===== src/design/gamma_ramp_entry_assert.svh =====
// ---------------------------------------------------------------------------
// gamma_ramp_entry_assert.svh
// Assertion macros for the gamma ramp entry block.
// ---------------------------------------------------------------------------
`ifndef GAMMA_RAMP_ENTRY_ASSERT_SVH
`define GAMMA_RAMP_ENTRY_ASSERT_SVH

`ifndef SYNTHESIS
// same-cycle implication
`define GRE_ASSERT_IMP(lbl, clk, rstn, ante, cons) \
	lbl: assert property (@(posedge clk) disable iff (!rstn) (ante) |-> (cons)) \
		else $error("gre assertion failed");
// next-cycle implication
`define GRE_ASSERT_NEXT(lbl, clk, rstn, ante, cons) \
	lbl: assert property (@(posedge clk) disable iff (!rstn) (ante) |=> (cons)) \
		else $error("gre assertion failed");
`else
`define GRE_ASSERT_IMP(lbl, clk, rstn, ante, cons)
`define GRE_ASSERT_NEXT(lbl, clk, rstn, ante, cons)
`endif

`endif


===== src/design/gre_pkg.sv =====
`timescale 1ns / 1ps
// ---------------------------------------------------------------------------
// gre_pkg
// Types, widths and elaboration-time constant functions for the ramp block.
// ---------------------------------------------------------------------------
package gre_pkg;

	localparam int LOG_FRAC = 20;
	localparam int P_W      = 5;
	localparam int LG_W     = P_W + LOG_FRAC;
	localparam int GAMMA_W  = 16;
	localparam int GFRAC_W  = 12;
	localparam int DVD_W    = LG_W + GFRAC_W;
	localparam int Q_W      = DVD_W - LOG_FRAC;
	localparam int M_W      = 31;
	localparam int ACC_W    = 33;
	localparam int COEF_W   = 32;
	localparam int VAL_W    = 16;

	localparam logic [VAL_W-1:0]   FULL_SCALE = 16'd65280;
	localparam logic [GAMMA_W-1:0] GAMMA_ONE  = 16'd4096;
	localparam logic [Q_W-1:0]     EXP_CUT    = 17'd40;

	// byte address of the gamma register
	localparam logic [2:0]         ADDR_GAMMA = 3'd0;

	typedef struct packed {
		logic                zero;
		logic                sat;
		logic                use_orig;
		logic [P_W-1:0]      p;
		logic [M_W-1:0]      m;
		logic [LOG_FRAC-1:0] frac;
	} log_tok_t;

	typedef struct packed {
		logic               zero;
		logic               sat;
		logic [GAMMA_W-1:0] rem;
		logic [DVD_W-1:0]   wq;
	} div_tok_t;

	typedef struct packed {
		logic                zero;
		logic                sat;
		logic [ACC_W-1:0]    acc;
		logic [LOG_FRAC-1:0] f;
		logic [Q_W-1:0]      q;
	} exp_tok_t;

	function automatic logic [63:0] isqrt64(input logic [63:0] x);
		logic [63:0] v;
		logic [63:0] res;
		logic [63:0] b;
		v   = x;
		res = 64'd0;
		for (int i = 31; i >= 0; i--) begin
			b = 64'd1 << (2 * i);
			if (v >= res + b) begin
				v   = v - (res + b);
				res = (res >> 1) + b;
			end else begin
				res = res >> 1;
			end
		end
		return res;
	endfunction

	// coefficient of exp step k: about 2^32 * 2^(-2^-k)
	function automatic logic [COEF_W-1:0] exp_coef(input int k);
		logic [63:0] c;
		c = 64'h8000_0000;
		for (int i = 1; i <= k; i++) begin
			c = isqrt64(c << 32);
		end
		return c[COEF_W-1:0];
	endfunction

	// log2 in p.LOG_FRAC form of a fixed value
	function automatic logic [LG_W-1:0] lg_fixed(input logic [31:0] v);
		logic [63:0]         m;
		logic [P_W-1:0]      p;
		logic [LOG_FRAC-1:0] frac;
		p    = '0;
		frac = '0;
		for (int i = 0; i < 17; i++) begin
			if (v[i]) begin
				p = P_W'(i);
			end
		end
		m = {32'd0, v} << (30 - p);
		for (int k = 0; k < LOG_FRAC; k++) begin
			m    = (m * m) >> 30;
			frac = {frac[LOG_FRAC-2:0], 1'b0};
			if (m >= 64'h8000_0000) begin
				frac[0] = 1'b1;
				m       = m >> 1;
			end
		end
		return {p, frac};
	endfunction

endpackage


===== src/design/gre_div_cell.sv =====
`timescale 1ns / 1ps
// ---------------------------------------------------------------------------
// gre_div_cell
// One restoring-division step: shift a dividend bit in, trial subtract.
// ---------------------------------------------------------------------------
module gre_div_cell import gre_pkg::*; (
	input  logic               clk,
	input  logic               arst_n,
	input  logic [GAMMA_W-1:0] gamma,
	input  logic               in_valid,
	input  div_tok_t           in_tok,
	output logic               out_valid,
	output div_tok_t           out_tok
);

	logic [GAMMA_W:0] trial;
	logic             ge;
	div_tok_t         nxt;

	always_comb begin
		trial   = {in_tok.rem, in_tok.wq[DVD_W-1]};
		ge      = trial >= {1'b0, gamma};
		nxt     = in_tok;
		nxt.rem = ge ? GAMMA_W'(trial - {1'b0, gamma}) : trial[GAMMA_W-1:0];
		nxt.wq  = {in_tok.wq[DVD_W-2:0], ge};
	end

	always_ff @(posedge clk or negedge arst_n) begin
		if (!arst_n) begin
			out_valid <= 1'b0;
		end else begin
			out_valid <= in_valid;
		end
	end

	always_ff @(posedge clk) begin
		out_tok <= nxt;
	end

endmodule


===== config.mk =====
export PLATFORM = sky130hd
export DESIGN_NAME = gre_div_cell
export DESIGN_NICKNAME = d
export VERILOG_FILES = /design/src/design/gamma_ramp_entry_assert.svh /design/src/design/gre_pkg.sv /design/src/design/gre_div_cell.sv
export SDC_FILE = /design/constraint.sdc
export NUM_CORES = 1
export LEC_CHECK = 0
export BUFFER_PORTS_ARGS = -buffer_cell sky130_fd_sc_hd__buf_2
export CORE_MARGIN = 4
export CORE_UTILIZATION = 43
export DETAILED_ROUTE_END_ITERATION = 7
export PLACE_DENSITY_LB_ADDON = 0.3
export SYNTH_ARGS = -nofsm -noshare
export SYNTH_HDL_FRONTEND = slang
export SYNTH_SLANG_ARGS = --single-unit

===== constraint.sdc =====
create_clock -name clk -period 0.8 [get_ports clk]
set_input_delay 0.2 -clock clk [delete_from_list [all_inputs] [get_ports clk]]
set_output_delay 0.2 -clock clk [all_outputs]
set_load 0.05 [all_outputs]

==> results.md, run 1 <==
- Outcome: aborted with a tool error
- Failing step: 5_1_grt
- Halt Reason: [ERROR DPL-0033] detailed placement checks failed during check placement.
- Synth Instances: approximately 210
- Count of flip-flops with a built-in enable after synthesis: 0
- Top_reg_cell synth: sky130_fd_sc_hd__dfxtp_1
- Routability-driven placement congestion ratio: roughly 0.9
- Main combinational cell family by area after synthesis: compound AO/OA/AOI/OAI gates
- Kind of the worst endpoint: register data pin
- Register bit total from synthesis: 56
- Root buffer selected by CTS: sky130_fd_sc_hd__clkbuf_8
- Synth Area in Compound Gates: 16.6%
- Die span in x: 80.7 um
- Cell area after synthesis: between 0.002 and 0.0025 sq mm
- Worst endpoint after global-route timing repair: out_tok[51]$_DFF_P_/D
- Floorplan row count: 26
- Share of synthesized area occupied by flip-flops and latches: roughly half
- Maximum count of clock buffers along a single path: 2
- XOR/XNOR share of the synthesized area: 3.47%
- Post-synth ARST share: about 1.8%
- TritonCTS buffer count: 5
- Antenna violations before repair: 0
- Simple-Gate Fraction of Synth Area: ~7.3%
- Number of distinct library cells after synthesis: 40
- Initial Util: between 40 and 50%
- Quantity of I/O buffers inserted on ports: ~130
- Synth Net Count: about 300
- I/O pin cnt: 130
- YS warnings: 0
- Final HPWL from detailed placement: slightly above 5000 um
- Post-synthesis share of cell area spent on full adders, half adders and majority gates: about a tenth
- Portion of netlist area occupied by mux cells: 8.32%
- Die Span Y: between 80 and 90 um
- Avg Cell Area, Syn: about 11 sq um
- Total number of H-tree levels: 2
- Count of placed standard cells including taps: 455
- Largest net degree at the start of global routing: 20
- Total clock sinks: 56
stage by stage:
stage	worst slack (ns)	cell area (sq um)	hold WS (ns)	TNS [ns]
floorplan	-1.26	2410	-0.0956	-19.51
CTS	-1.03	4840	0.111	-28.08
detailed placement	-1.43	3480	-0.0239	-22.45
global placement	-1.39	3480	-0.0233	-21.86
cells by family after synthesis:
group                      count (synthesis)
adders and majority gates                 17
xor gates and xnor gates                   9
buffers and inverters                     26
DFF                                       56
muxes                                     15
AOI/OAI and AO/OA                         55
and+or+nand+nor                           33
synth_stat cells, types with 2 or more instances:
cell | n | share of area, %
sky130_fd_sc_hd__a211oi_1 | 5 | 1.7
sky130_fd_sc_hd__a21boi_0 | 2 | 0.66
sky130_fd_sc_hd__a21o_1 | 7 | 2.3
sky130_fd_sc_hd__a21oi_1 | 14 | 3.1
sky130_fd_sc_hd__buf_4 | 2 | 0.66
sky130_fd_sc_hd__dfxtp_1 | 55 | 48
sky130_fd_sc_hd__ha_1 | 16 | 8.8
sky130_fd_sc_hd__inv_1 | 22 | 3.6
sky130_fd_sc_hd__mux2_2 | 7 | 3.5
sky130_fd_sc_hd__mux2_4 | 6 | 4.0
sky130_fd_sc_hd__mux2i_1 | 2 | 0.88
sky130_fd_sc_hd__nand2_1 | 8 | 1.3
sky130_fd_sc_hd__nand3_1 | 3 | 0.66
sky130_fd_sc_hd__nand4_1 | 2 | 0.55
sky130_fd_sc_hd__nor2_1 | 12 | 2.0
sky130_fd_sc_hd__nor2b_1 | 3 | 0.83
sky130_fd_sc_hd__o21a_1 | 3 | 0.99
sky130_fd_sc_hd__o21ai_0 | 12 | 2.6
sky130_fd_sc_hd__o31a_1 | 2 | 0.77
sky130_fd_sc_hd__xnor2_1 | 6 | 2.3
sky130_fd_sc_hd__xor2_1 | 3 | 1.2
repair_timing:
item | 4_1_cts
endpoints found under the hold margin | 40
endpoints found under the setup margin | 73
buffers inserted | 9
pin swaps | 11
gates cloned | 1
hold buffers | 40
gates resized for setup | 244
==> run 2: changes to the inputs <==
- CORE_UTILIZATION: 43 -> 30
- PLACE_DENSITY_LB_ADDON: 0.3 -> 0.15
==> results.md, run 2 <==
- Count of filler cells inserted in the layout: about 540
- Delay contributed by the slowest stage of the critical path: ~0.29 ns
- Crit Path Class: in2reg
- TritonCTS buffer count: 5
- Residual DRC: 0
- Commonest cells after routing, fill and taps aside: sky130_fd_sc_hd__buf_2 (65), sky130_fd_sc_hd__dfxtp_2 (55), sky130_fd_sc_hd__buf_4 (53), sky130_fd_sc_hd__buf_8 (43), sky130_fd_sc_hd__dlygate4sd3_1 (40)
- Count of placed standard cells including taps: about 490
- Register bit total from synthesis: 56
- Share of Yosys cell area claimed by the top area cell type: around half
- Synth area leaders: sky130_fd_sc_hd__dfxtp_1 (48%), sky130_fd_sc_hd__ha_1 (8.8%), sky130_fd_sc_hd__mux2_4 (4.0%), sky130_fd_sc_hd__inv_1 (3.6%), sky130_fd_sc_hd__mux2_2 (3.5%)
- Final Net Count: between 500 and 600
- Worst-Margin Slew: around 0.45 ns
- Slew Viols, Final: 0
- I/O pin cnt: 130
- Quantity of I/O buffers inserted on ports: ~130
- Synth area leader: sky130_fd_sc_hd__dfxtp_1
- Cell area after synthesis: 0.00227 sq mm
- Total iterations of the first detailed-routing run: 4
- Synth Net Count: roughly 300
- Detailed-route via count: between 2000 and 2500
- Die span in x: ~95 um
- Part of the power in the clock network: between 10% and 20%
- Largest net degree at the start of global routing: 18
- Peak ir drop on the vdd network: between 0.0008 and 0.0009 V
- Number of distinct library cells after synthesis: 40
- Hold violation total from the final report: 0
- Final core utilization: roughly two thirds
- Maximum count of clock buffers along a single path: 2
- Remaining antenna violation count: 0
- Count of flip-flops with a built-in enable after synthesis: 0
- CTS tree: built
- Share of synthesized area occupied by flip-flops and latches: 49.6%
- Total clock sinks: 56
- Setup repair after global routing missed its margin: true
- Number of antenna cells inserted: 0
- Number of flip-flops in the largest register: 55
- First-pass GRT wire length: between 10000 and 15000 um
- Fraction of final layout cells sized beyond drive strength 1: between 60% and 70%
- Avg Cell Area, Syn: ~11 sq um
- YS warnings: 0
- Root buffer selected by CTS: sky130_fd_sc_hd__clkbuf_8
- Most flops, register: out_tok
- Total wire length: approximately 8300 um
- Reported leakage power: 2.27 nW
- Post-synth ARST share: ~1.8%
- Largest registers in the final layout: out_tok (55), out_valid (1)
- Path class of the lowest-slack min-delay path: in2reg
- Critical Path End Type: flip-flop
- Proportion of power drawn by flip-flops and latches: between 30% and 40%
- Setup violation total in the final timing report: 73
- Post-route setup slack: -0.993 ns
- Most common cell after layout, fill and taps aside: sky130_fd_sc_hd__buf_2
- Register clock-pin slew on the reported worst setup and hold paths: 0.11 ns
- Die Span Y: 95.0 um
- Maximum frequency from static timing analysis: between 500 and 600 MHz
- Total number of H-tree levels: 2
- Final HPWL from detailed placement: around 5200 um
- Routed vias/inst: roughly 4.4
- Initial Util: 31.1%
- Most common cell in the synthesized netlist: sky130_fd_sc_hd__dfxtp_1
- Combinational share of power: 43.9%
- Total net switching power: between 0.003 and 0.004 W
- Number of cells on the worst hold path: 2
- DR WL/cell: between 15 and 20 um
- Leading cell types by count after synthesis: sky130_fd_sc_hd__dfxtp_1 (55), sky130_fd_sc_hd__inv_1 (22), sky130_fd_sc_hd__ha_1 (16)
- Switching part of the total: about a third
- Critical path buffers and inverters: 2
- Number of DRC markers in iteration 0: 49
- Final critical-path required period: between 1.5 and 2 ns
- Max stage delay cell, worst path: sky130_fd_sc_hd__mux2_4
- Kind of launch point of the worst setup path: input pin
- Remaining global-route overflow: 0
- Critical path's top delay family: compound AO/OA/AOI/OAI gates
- Antenna violations before repair: 0
- Sum of internal, switching and leakage power: around 0.0087 W
- Floorplan row count: 31
- Worst Setup Slack post-DPL: -1.38 ns
- Synthesis-to-layout area growth: 115%
- Relative slew slack: between 60% and 70%
- Maximum Capacitance Violations: 0
- Violated checks: negative setup slack
- Ratio of final minimum period to clock period: 224%
- Biggest fanout along the worst timing path: 5
- Crit-path cells: buf_6, ha_4, a211oi_2, o211ai_1, o21ai_2, o211ai_4, a31oi_4, clkbuf_16, mux2_4
- Core Footprint: 0.00729 sq mm
- Number of global-route vias before repair: 2574
- Final cell count without fillers: 540
- Synth Instances: 211
- Internal portion of total power: between 0.005 and 0.006 W
- Top_reg_cell synth: sky130_fd_sc_hd__dfxtp_1
- Arrival time of data at the critical path endpoint: 2.00 ns
- Pwr/cell area: around 1800 mW/mm^2
- Overall die area: between 0.009 and 0.01 sq mm
- Cell depth of the worst setup path: 9
- Outcome: finished with violations
- Routability-driven placement congestion ratio: between 0.8 and 0.9
- Required time at the worst-slack endpoint: 1.01 ns
- Overall routing resource usage: 17.7%
## run 2: cell counts after synthesis
No cell type changed its count.
## run 2: what timing repair did
| item | 4_1_cts | 5_1_grt |
|---|---|---|
| gates cloned | 0 | 1 |
| endpoints found under the hold margin | 40 | 0 |
| pin swaps | 6 | 6 |
| setup buffers | 4 | 2 |
| endpoints found under the setup margin | 73 | 73 |
| hold buffers | 40 | 0 |
| resized for setup | 228 | 28 |
## run 2: per-stage QoR
step	area [sq um]	TNS, ns	hold slack (ns)
floorplan	2410	-19.51	-0.0956
global placement	3520	-22.05	-0.0257
detailed placement	3520	-22.53	-0.0249
CTS	4750	-27.32	0.114
global route	4890	-30.18	0.117
finish	4890	-26.97	0.123
## run 2: kinds of logic after synthesis
family          share of synthesized area (%)
buf+inv                                  5.01
compound gates                           16.6
mux                                      8.32
simple gates                             7.27
fa+ha+maj                                9.70
flops                                    49.6
xor+xnor                                 3.47
## run 2: area by class of cell
cell class / count / area, sq um / area share [%]
sequential: 56 / 1190 / 24.5
inverter: 22 / 92.6 / 1.90
clock buffer: 6 / 72.6 / 1.49
clock inverter: 2 / 16.3 / 0.333
timing repair buffer: 226 / 2070 / 42.4
tap: 99 / 124 / 2.54
multi-input combinational: 129 / 1310 / 26.9
## run 2: power groups by stage
stage | combinational [W] | sequential [W] | clock [W]
detailed placement | 0.00284 | 0.00319 | 0
finish | 0.00382 | 0.00331 | 0.00158
global placement | 0.00283 | 0.00319 | 0
CTS | 0.00366 | 0.00328 | 0.00168
floorplan | 0.000946 | 0.00419 | 0
global route | 0.00405 | 0.00334 | 0.00176
## run 2: layer usage
| layer | up-vias | GRT usage, % | part of all wire, % |
|---|---|---|---|
| met5 | - | 0 | 0 |
| met4 | 0 | 3.73 | 0.39 |
| met3 | 2 | 5.34 | 10 |
| met2 | 101 | 32.5 | 49 |
| met1 | 1091 | 20.0 | 40 |
| li1 | 1187 | - | - |
## run 2: worst paths after layout
check	from	to
min in group asynchronous	arst_n	out_valid
max in group asynchronous	arst_n	out_valid
setup / recovery	in_tok[40]	out_tok[46]
hold / removal	in_tok[40]	out_tok[41]
No activity file was read; power rests on OpenSTA's default activity.
