[config.mk]
export PLATFORM = sky130hd
export DESIGN_NAME = gre_exp_cell
export DESIGN_NICKNAME = d
export VERILOG_FILES = /design/src/design/gamma_ramp_entry_assert.svh /design/src/design/gre_pkg.sv /design/src/design/gre_exp_cell.sv
export SDC_FILE = /design/constraint.sdc
export NUM_CORES = 1
export LEC_CHECK = 0
export ABC_CLOCK_PERIOD_IN_PS = 1100
export BUFFER_PORTS_ARGS = -buffer_cell sky130_fd_sc_hd__buf_2
export CORE_ASPECT_RATIO = 0.7
export CORE_UTILIZATION = 28
export DETAILED_ROUTE_END_ITERATION = 8
export PLACE_DENSITY = 0.4
export SYNTH_ARGS = -nofsm -noshare
export SYNTH_HDL_FRONTEND = slang
export SYNTH_SLANG_ARGS = --single-unit
[constraint.sdc]
create_clock -name clk -period 1.1 [get_ports clk]
set_input_delay 0.33 -clock clk [delete_from_list [all_inputs] [get_ports clk]]
set_output_delay 0.33 -clock clk [all_outputs]
set_load 0.005 [all_outputs]
[src/design/gamma_ramp_entry_assert.svh]
// ---------------------------------------------------------------------------
// gamma_ramp_entry_assert.svh
// Assertion macros for the gamma ramp entry block.
// ---------------------------------------------------------------------------
`ifndef GAMMA_RAMP_ENTRY_ASSERT_SVH
`define GAMMA_RAMP_ENTRY_ASSERT_SVH

`ifndef SYNTHESIS
// same-cycle implication
`define GRE_ASSERT_IMP(lbl, clk, rstn, ante, cons) \
	lbl: assert property (@(posedge clk) disable iff (!rstn) (ante) |-> (cons)) \
		else $error("gre assertion failed");
// next-cycle implication
`define GRE_ASSERT_NEXT(lbl, clk, rstn, ante, cons) \
	lbl: assert property (@(posedge clk) disable iff (!rstn) (ante) |=> (cons)) \
		else $error("gre assertion failed");
`else
`define GRE_ASSERT_IMP(lbl, clk, rstn, ante, cons)
`define GRE_ASSERT_NEXT(lbl, clk, rstn, ante, cons)
`endif

`endif

[src/design/gre_pkg.sv]
`timescale 1ns / 1ps
// ---------------------------------------------------------------------------
// gre_pkg
// Types, widths and elaboration-time constant functions for the ramp block.
// ---------------------------------------------------------------------------
package gre_pkg;

	localparam int LOG_FRAC = 20;
	localparam int P_W      = 5;
	localparam int LG_W     = P_W + LOG_FRAC;
	localparam int GAMMA_W  = 16;
	localparam int GFRAC_W  = 12;
	localparam int DVD_W    = LG_W + GFRAC_W;
	localparam int Q_W      = DVD_W - LOG_FRAC;
	localparam int M_W      = 31;
	localparam int ACC_W    = 33;
	localparam int COEF_W   = 32;
	localparam int VAL_W    = 16;

	localparam logic [VAL_W-1:0]   FULL_SCALE = 16'd65280;
	localparam logic [GAMMA_W-1:0] GAMMA_ONE  = 16'd4096;
	localparam logic [Q_W-1:0]     EXP_CUT    = 17'd40;

	// byte address of the gamma register
	localparam logic [2:0]         ADDR_GAMMA = 3'd0;

	typedef struct packed {
		logic                zero;
		logic                sat;
		logic                use_orig;
		logic [P_W-1:0]      p;
		logic [M_W-1:0]      m;
		logic [LOG_FRAC-1:0] frac;
	} log_tok_t;

	typedef struct packed {
		logic               zero;
		logic               sat;
		logic [GAMMA_W-1:0] rem;
		logic [DVD_W-1:0]   wq;
	} div_tok_t;

	typedef struct packed {
		logic                zero;
		logic                sat;
		logic [ACC_W-1:0]    acc;
		logic [LOG_FRAC-1:0] f;
		logic [Q_W-1:0]      q;
	} exp_tok_t;

	function automatic logic [63:0] isqrt64(input logic [63:0] x);
		logic [63:0] v;
		logic [63:0] res;
		logic [63:0] b;
		v   = x;
		res = 64'd0;
		for (int i = 31; i >= 0; i--) begin
			b = 64'd1 << (2 * i);
			if (v >= res + b) begin
				v   = v - (res + b);
				res = (res >> 1) + b;
			end else begin
				res = res >> 1;
			end
		end
		return res;
	endfunction

	// coefficient of exp step k: about 2^32 * 2^(-2^-k)
	function automatic logic [COEF_W-1:0] exp_coef(input int k);
		logic [63:0] c;
		c = 64'h8000_0000;
		for (int i = 1; i <= k; i++) begin
			c = isqrt64(c << 32);
		end
		return c[COEF_W-1:0];
	endfunction

	// log2 in p.LOG_FRAC form of a fixed value
	function automatic logic [LG_W-1:0] lg_fixed(input logic [31:0] v);
		logic [63:0]         m;
		logic [P_W-1:0]      p;
		logic [LOG_FRAC-1:0] frac;
		p    = '0;
		frac = '0;
		for (int i = 0; i < 17; i++) begin
			if (v[i]) begin
				p = P_W'(i);
			end
		end
		m = {32'd0, v} << (30 - p);
		for (int k = 0; k < LOG_FRAC; k++) begin
			m    = (m * m) >> 30;
			frac = {frac[LOG_FRAC-2:0], 1'b0};
			if (m >= 64'h8000_0000) begin
				frac[0] = 1'b1;
				m       = m >> 1;
			end
		end
		return {p, frac};
	endfunction

endpackage

[src/design/gre_exp_cell.sv]
`timescale 1ns / 1ps
// ---------------------------------------------------------------------------
// gre_exp_cell
// One exp2 step: scale the accumulator by this step's root when its bit is set.
// ---------------------------------------------------------------------------
module gre_exp_cell import gre_pkg::*; #(
	parameter int STEP = 1
) (
	input  logic     clk,
	input  logic     arst_n,
	input  logic     in_valid,
	input  exp_tok_t in_tok,
	output logic     out_valid,
	output exp_tok_t out_tok
);

	localparam logic [COEF_W-1:0] COEF = exp_coef(STEP);

	logic [ACC_W+COEF_W-1:0] prod;
	exp_tok_t                nxt;

	always_comb begin
		prod  = {{COEF_W{1'b0}}, in_tok.acc} * {{ACC_W{1'b0}}, COEF};
		nxt   = in_tok;
		nxt.f = {in_tok.f[LOG_FRAC-2:0], 1'b0};
		if (in_tok.f[LOG_FRAC-1]) begin
			nxt.acc = prod[ACC_W+COEF_W-1:COEF_W];
		end
	end

	always_ff @(posedge clk or negedge arst_n) begin
		if (!arst_n) begin
			out_valid <= 1'b0;
		end else begin
			out_valid <= in_valid;
		end
	end

	always_ff @(posedge clk) begin
		out_tok <= nxt;
	end

endmodule

==> flow_summary.ini, run 1 <==
[floorplan]
initial_core_util_pct = 28.4
dieArea_sq_um = 72100
fp.dieH_microns = 225
num_rows = 81
ios = 148
fp.dieW_microns = 320
coreArea_sq_um = 70000

[layout]
num-nets-final = 3389
final_design_area_no_fill_sq_um = 27500
fin_cells = 3448
area_delta_synth_final_pct = 38.3
finish.utilization_pct = 39.3
final_layout_size_suffix_gt1_share_pct = 34.8

[worst_setup_path]
required_ns = 1.33
cp_slowest_cell = fa_2
critical_path_class = input pin to register
cpPeakStageDelay_ns = 0.56
cp_max_fo = 5
end_kind = register
crit_path_frequent_cell = fa_1
start_kind = input pin
cp.arrival_ns = 6.68

[run_status]
violations = negative setup slack
outcome = complete, but fails checks

[hold_path]
worst_hold_path_type = input pin to register
hold_path.startpoint = in_tok[6]
holdPathEnd = out_tok[6]$_DFF_P_
worstHoldPathCells = 1

[timing]
finalHoldViolCount = 0
finalSetupViolations = 57
tightest_slew_ns = 0.501
slew_violations = 0
max_freq_mhz = 155
finalCriticalPeriod_ns = 6.44
timing.final.ws_setup_ns = -5.34
tns_ns = -168.74
rsz0062_at_grt = true
timing.final.crit_share_pct = 586
max_slew_margin_pct = 66.2

[placed_design]
post-place-cells = 3388
hpwl_microns = 62700
port_buffers = 146
routabilityCongestion = 0.893
place_area_sq_um = 25200

[synth]
synth_warnings = 0
syn_area_per_cell_sq_um = 10.3
synth_flop_cell = dfxtp_1
synth_cells = 1936
netlist_area_sq_um = 19900
synth_seq_cells = 72
synth_enable_flop_cells = 0
seq_area_frac_synth_pct = 7.28
async_reset_ff_share_pct = 1.39
syn-num-nets = 2836
synth_cell_types = 67

[drt]
wl_per_cell_microns = 20.3
finalWirelength_microns = 70100
vias = 15106
drtIter0Drc = 668
firstDrtPassIters = 7
ant_nets = 0
drc = 0
via_per_inst = 4.38

[global_route]
grt-ovfl-total = 0
antenna_found_initial = 3
grt_start_max_net_pins = 19
grt_util_all_layers_pct = 20.0
grt_pass1_wl_microns = 106000
grt_pass1_vias = 16306

[clocking]
clk_pin_slew_ns = 0.06
cts_tree = yes
cts_root_buf = clkbuf_16
clk_path_buf_depth = 2
clkSinkCount = 72
ctsHtreeMaxLevel = 3
cts_buffers = 9

[run]
drv_cap = 0
==> per-stage QoR <==
| step | hold slack (ns) | setup WS (ns) |
|---|---|---|
| 2_1_floorplan | 0.0344 | -5.24 |
| 3_3_place_gp | 0.105 | -6.03 |
| 3_5_place_dp | 0.105 | -6.03 |
| 4_1_cts | 0.0676 | -5.36 |
| 5_1_grt | 0.0655 | -5.53 |
| 6_report | 0.0847 | -5.34 |
==> repair_timing <==
item | CTS | global route
buffers inserted | 34 | 17
hold endpoints to repair | 1 | 0
cloned | 0 | 0
setup endpoints to repair | 88 | 98
resized for setup | 244 | 137
hold buffers | 1 | 0
pin swaps | 115 | 67
==> placed cells by master (no fill, tap or decap), types with 10 or more instances in the layout <==
cell type / Yosys / layout
a21o_1: 44 / 44
a21oi_1: 64 / 43
a21oi_2: 4 / 13
a21oi_4: 0 / 12
and2_1: 18 / 15
buf_12: 0 / 16
buf_2: 8 / 90
buf_4: 1 / 385
buf_6: 0 / 69
dfxtp_1: 71 / 31
dfxtp_2: 0 / 38
fa_1: 380 / 347
fa_2: 0 / 33
ha_1: 445 / 373
ha_4: 0 / 66
inv_1: 532 / 508
inv_2: 1 / 24
nand2_1: 57 / 50
nand4_1: 14 / 14
nor2_1: 37 / 32
o21ai_0: 33 / 16
o21ai_1: 1 / 10
xnor2_1: 17 / 12
xor2_1: 40 / 34
==> metal layers <==
metal / vias to the layer above / share of wire [%] / wire length, microns / GRT usage, %
met1: 7513 / 56 / 39400 / 33.6
li1: 7244 / - / - / -
met5: - / 0.034 / 24 / 0
met3: 41 / 4.9 / 3470 / 3.38
met4: 4 / 0.92 / 643 / 2.30
met2: 304 / 38 / 26600 / 26.3
==> flip-flops by register name, summed over array words and instances, names as in the netlist <==
name	flops
out_valid	1
out_tok	71
==> logic make-up (layout without fill, tap and decap cells) <==
| group | after synthesis | in the layout | synth area share, % |
|---|---|---|---|
| mux | 19 | 19 | 1.06 |
| compound gates | 229 | 229 | 7.94 |
| other cells | 1 | 2 | 0.0189 |
| flops | 72 | 72 | 7.28 |
| xor+xnor | 57 | 57 | 2.51 |
| simple gates | 175 | 175 | 4.31 |
| fa+ha+maj | 825 | 825 | 66.3 |
| buf+inv | 558 | 1115 | 10.6 |
==> area by class of cell <==
cell class | instances | area (sq um)
antenna | 1 | 2.50
clock buffer | 10 | 229
clock inverter | 5 | 81.3
fill | 6944 | 42500
inverter | 533 | 2000
multi-input combinational | 1306 | 18000
sequential | 72 | 1500
tap | 954 | 1190
timing repair buffer | 567 | 4530
==> Yosys cell counts (3+ instances only) <==
| cell type | instances | area share, % |
|---|---|---|
| a21o_1 | 44 | 1.7 |
| mux2_2 | 12 | 0.68 |
| and2_1 | 18 | 0.57 |
| xor2_1 | 40 | 1.8 |
| nor2b_1 | 4 | 0.13 |
| ha_1 | 445 | 28 |
| o2111ai_1 | 3 | 0.13 |
| buf_2 | 8 | 0.20 |
| nand2_1 | 57 | 1.1 |
| dfxtp_1 | 71 | 7.2 |
| o21ai_0 | 33 | 0.83 |
| a221o_1 | 4 | 0.20 |
| nor4_1 | 4 | 0.13 |
| mux2i_1 | 6 | 0.30 |
| nor3_1 | 5 | 0.13 |
| a31oi_1 | 4 | 0.13 |
| o211ai_1 | 8 | 0.30 |
| o2111a_1 | 4 | 0.23 |
| nor2_1 | 37 | 0.70 |
| o21a_1 | 9 | 0.34 |
| o21bai_1 | 12 | 0.45 |
| nand3_1 | 10 | 0.25 |
| nand4_1 | 14 | 0.44 |
| a221oi_1 | 3 | 0.13 |
| o311ai_0 | 4 | 0.18 |
| and3_1 | 10 | 0.31 |
| clkbuf_1 | 14 | 0.26 |
| a21oi_2 | 4 | 0.18 |
| a21oi_1 | 64 | 1.6 |
| xnor2_1 | 17 | 0.75 |
| fa_1 | 380 | 38 |
| a211oi_1 | 6 | 0.23 |
| inv_1 | 532 | 10 |
| o31ai_1 | 3 | 0.11 |
| or2_2 | 3 | 0.094 |
| nand2b_1 | 5 | 0.16 |
==> critical path: cells and delay by family <==
kind | cells | cell delay, ns
compound gates | 8 | 1.46
fa+ha+maj | 9 | 4.03
buf+inv | 7 | 0.40
simple gates | 1 | 0.44
==> worst max path at each step <==
stage          slack [ns]                   to       start  depth (start not counted)
6_report            -5.34  out_tok[68]$_DFF_P_  in_tok[63]                         25
3_3_place_gp        -6.03  out_tok[68]$_DFF_P_  in_tok[49]                         23
2_1_floorplan       -5.24  out_tok[68]$_DFF_P_  in_tok[62]                         25
3_5_place_dp        -6.03  out_tok[68]$_DFF_P_  in_tok[49]                         23
4_1_cts             -5.36  out_tok[68]$_DFF_P_  in_tok[59]                         25
5_1_grt             -5.53  out_tok[68]$_DFF_P_  in_tok[63]                         25
Power of run 1 is not shown: default switching activity piles up to over one toggle a cycle in this logic, so the estimate is an artifact.
==> run 2, diff against run 1 <==
--- a/config.mk
+++ b/config.mk
@@ -10,7 +10,7 @@
 export CORE_ASPECT_RATIO = 0.7
 export CORE_UTILIZATION = 28
 export DETAILED_ROUTE_END_ITERATION = 8
-export PLACE_DENSITY = 0.4
+export PLACE_DENSITY = 0.41
 export SYNTH_ARGS = -nofsm -noshare
 export SYNTH_HDL_FRONTEND = slang
 export SYNTH_SLANG_ARGS = --single-unit
==> run 2 against run 1 <==
The run still ends with negative setup slack left. Non-clock buffer count rose by 5. Critical path depth stayed put. Sequential share of layout area is 0.079 points lower. Core utilization is 0.34 points higher. Design area increased by 0.87%. Clock-buffer cell count unchanged. First-iteration DRC count up 2.7%. Critical path type unchanged. Largest cell class unchanged.
==> flow_summary.ini, run 2 (synthesis gave the netlist of run 1 again) <==
[run_status]
outcome = complete, but fails checks
violations = negative setup slack

[clocking]
cts_buffers = 9
clk_pin_slew_ns = 0.06
cts_tree = yes
ctsHtreeMaxLevel = 3
cts_root_buf = clkbuf_16
clk_path_buf_depth = 2
clkSinkCount = 72

[layout]
largest_register_ffs = 71
final_layout_size_suffix_gt1_share_pct = 36.5
n_antenna_cell = 0
layout_commonest_cell = inv_1
nFillCells = 6959
largestRegisters = out_tok: 71 flops, out_valid: 1 flops
layout_common_cells = inv_1, buf_4, ha_1
area_delta_synth_final_pct = 39.5
regArea_sq_um = 1490
final_design_area_no_fill_sq_um = 27700
regMostFlops = out_tok
multi_input_area_sq_um = 18200
num-nets-final = 3394

[timing]
slew_violations = 0
max_slew_margin_pct = 65.2
finalHoldViolCount = 0
max_freq_mhz = 155
timing.final.crit_share_pct = 587
finalCriticalPeriod_ns = 6.46
tightest_slew_ns = 0.516
timing.final.ws_setup_ns = -5.36
finalSetupViolations = 52
rsz0062_at_grt = true

[floorplan]
initial_core_util_pct = 28.4
fp.dieH_microns = 225
num_rows = 81
coreArea_sq_um = 70000
dieArea_sq_um = 72100
ios = 148
fp.dieW_microns = 320

[worst_setup_path]
start_kind = input pin
critical_path_class = input pin to register
cp.arrival_ns = 6.69
required_ns = 1.33
cp_max_fo = 5
end_kind = register

[hold_path]
worst_hold_path_type = input pin to register
holdPathEnd = out_tok[13]$_DFF_P_
worstHoldPathCells = 1
hold_path.startpoint = in_tok[13]

[drt]
route.met2.wl_microns = 27800
dr_wl_met3_microns = 3310
finalWirelength_microns = 69600
vias = 15037
ant_nets = 0
highest_layer = met4
m1WireLength_microns = 38000
firstDrtPassIters = 4
wl_per_cell_microns = 20.2
via_per_inst = 4.35
drc = 0
drtIter0Drc = 686

[run]
drv_cap = 0

[placed_design]
place_area_sq_um = 25300
hpwl_microns = 61400
routabilityCongestion = 0.871
port_buffers = 146

[global_route]
grt_util_all_layers_pct = 19.8
grt_pass1_vias = 16506
grt_pass1_wl_microns = 106000
grt-ovfl-total = 0
antenna_found_initial = 0
grt_start_max_net_pins = 14
[run 2: critical path, stage by stage]
cell and delay (ns):
buf_6 0.11, buf_6 0.12, ha_4 0.23, fa_1 0.51, inv_1 0.06, fa_1 0.47, inv_1 0.06, fa_2 0.60
fa_2 0.43, fa_1 0.40, fa_1 0.51, inv_1 0.05, fa_1 0.55, inv_2 0.07, ha_4 0.23, a21oi_4 0.14
o21a_1 0.20, o22ai_4 0.10, or4_4 0.44, a21oi_4 0.18, o211ai_4 0.11, a41oi_4 0.28, buf_6 0.14, o21ai_2 0.05
a221o_1 0.31
[run 2: how the worst max path moves through the flow]
stage / startpoint / to / slack, ns / depth (start not counted)
2_1_floorplan: in_tok[62] / out_tok[68]$_DFF_P_ / -5.24 / 25
3_3_place_gp: in_tok[49] / out_tok[68]$_DFF_P_ / -6.09 / 23
3_5_place_dp: in_tok[49] / out_tok[68]$_DFF_P_ / -6.10 / 23
4_1_cts: in_tok[51] / out_tok[64]$_DFF_P_ / -5.33 / 24
5_1_grt: in_tok[62] / out_tok[64]$_DFF_P_ / -5.53 / 25
6_report: in_tok[62] / out_tok[64]$_DFF_P_ / -5.36 / 25
[run 2: final cells by class]
cell class | instances | share of cell area [%]
multi-input combinational | 1306 | 65.7
clock inverter | 6 | 0.158
inverter | 533 | 7.21
sequential | 72 | 5.38
timing repair buffer | 572 | 16.4
clock buffer | 10 | 0.862
tap | 954 | 4.30
[run 2: stage by stage]
step | utilization, % | hold WS, ns | setup TNS (ns) | cells | worst slack (ns)
detailed placement | 36.1 | 0.108 | -190.91 | 3400 | -6.10
global placement | 36.1 | 0.105 | -191.22 | 3400 | -6.09
floorplan | - | 0.0344 | -159.16 | 1936 | -5.24
finish | 39.6 | 0.0860 | -169.33 | 3453 | -5.36
global route | 39.6 | 0.0653 | -176.20 | 3453 | -5.53
CTS | 38.2 | 0.0730 | -170.77 | 3433 | -5.33
[run 2: repair_timing]
item                                    CTS  global route
pin swaps                               111           127
hold buffers                              1             0
gates resized for setup                 253           178
cloned                                    0             0
endpoints found under the setup margin   83           104
buffers inserted                         20            22
endpoints found under the hold margin     1             0
[run 2: metal layers]
metal,up-vias,global-route usage (%)
li1,7239,-
met1,7547,32.2
met5,-,0
met4,0,1.98
met2,227,27.4
met3,24,3.31
Power of run 2 is left out for the same reason.
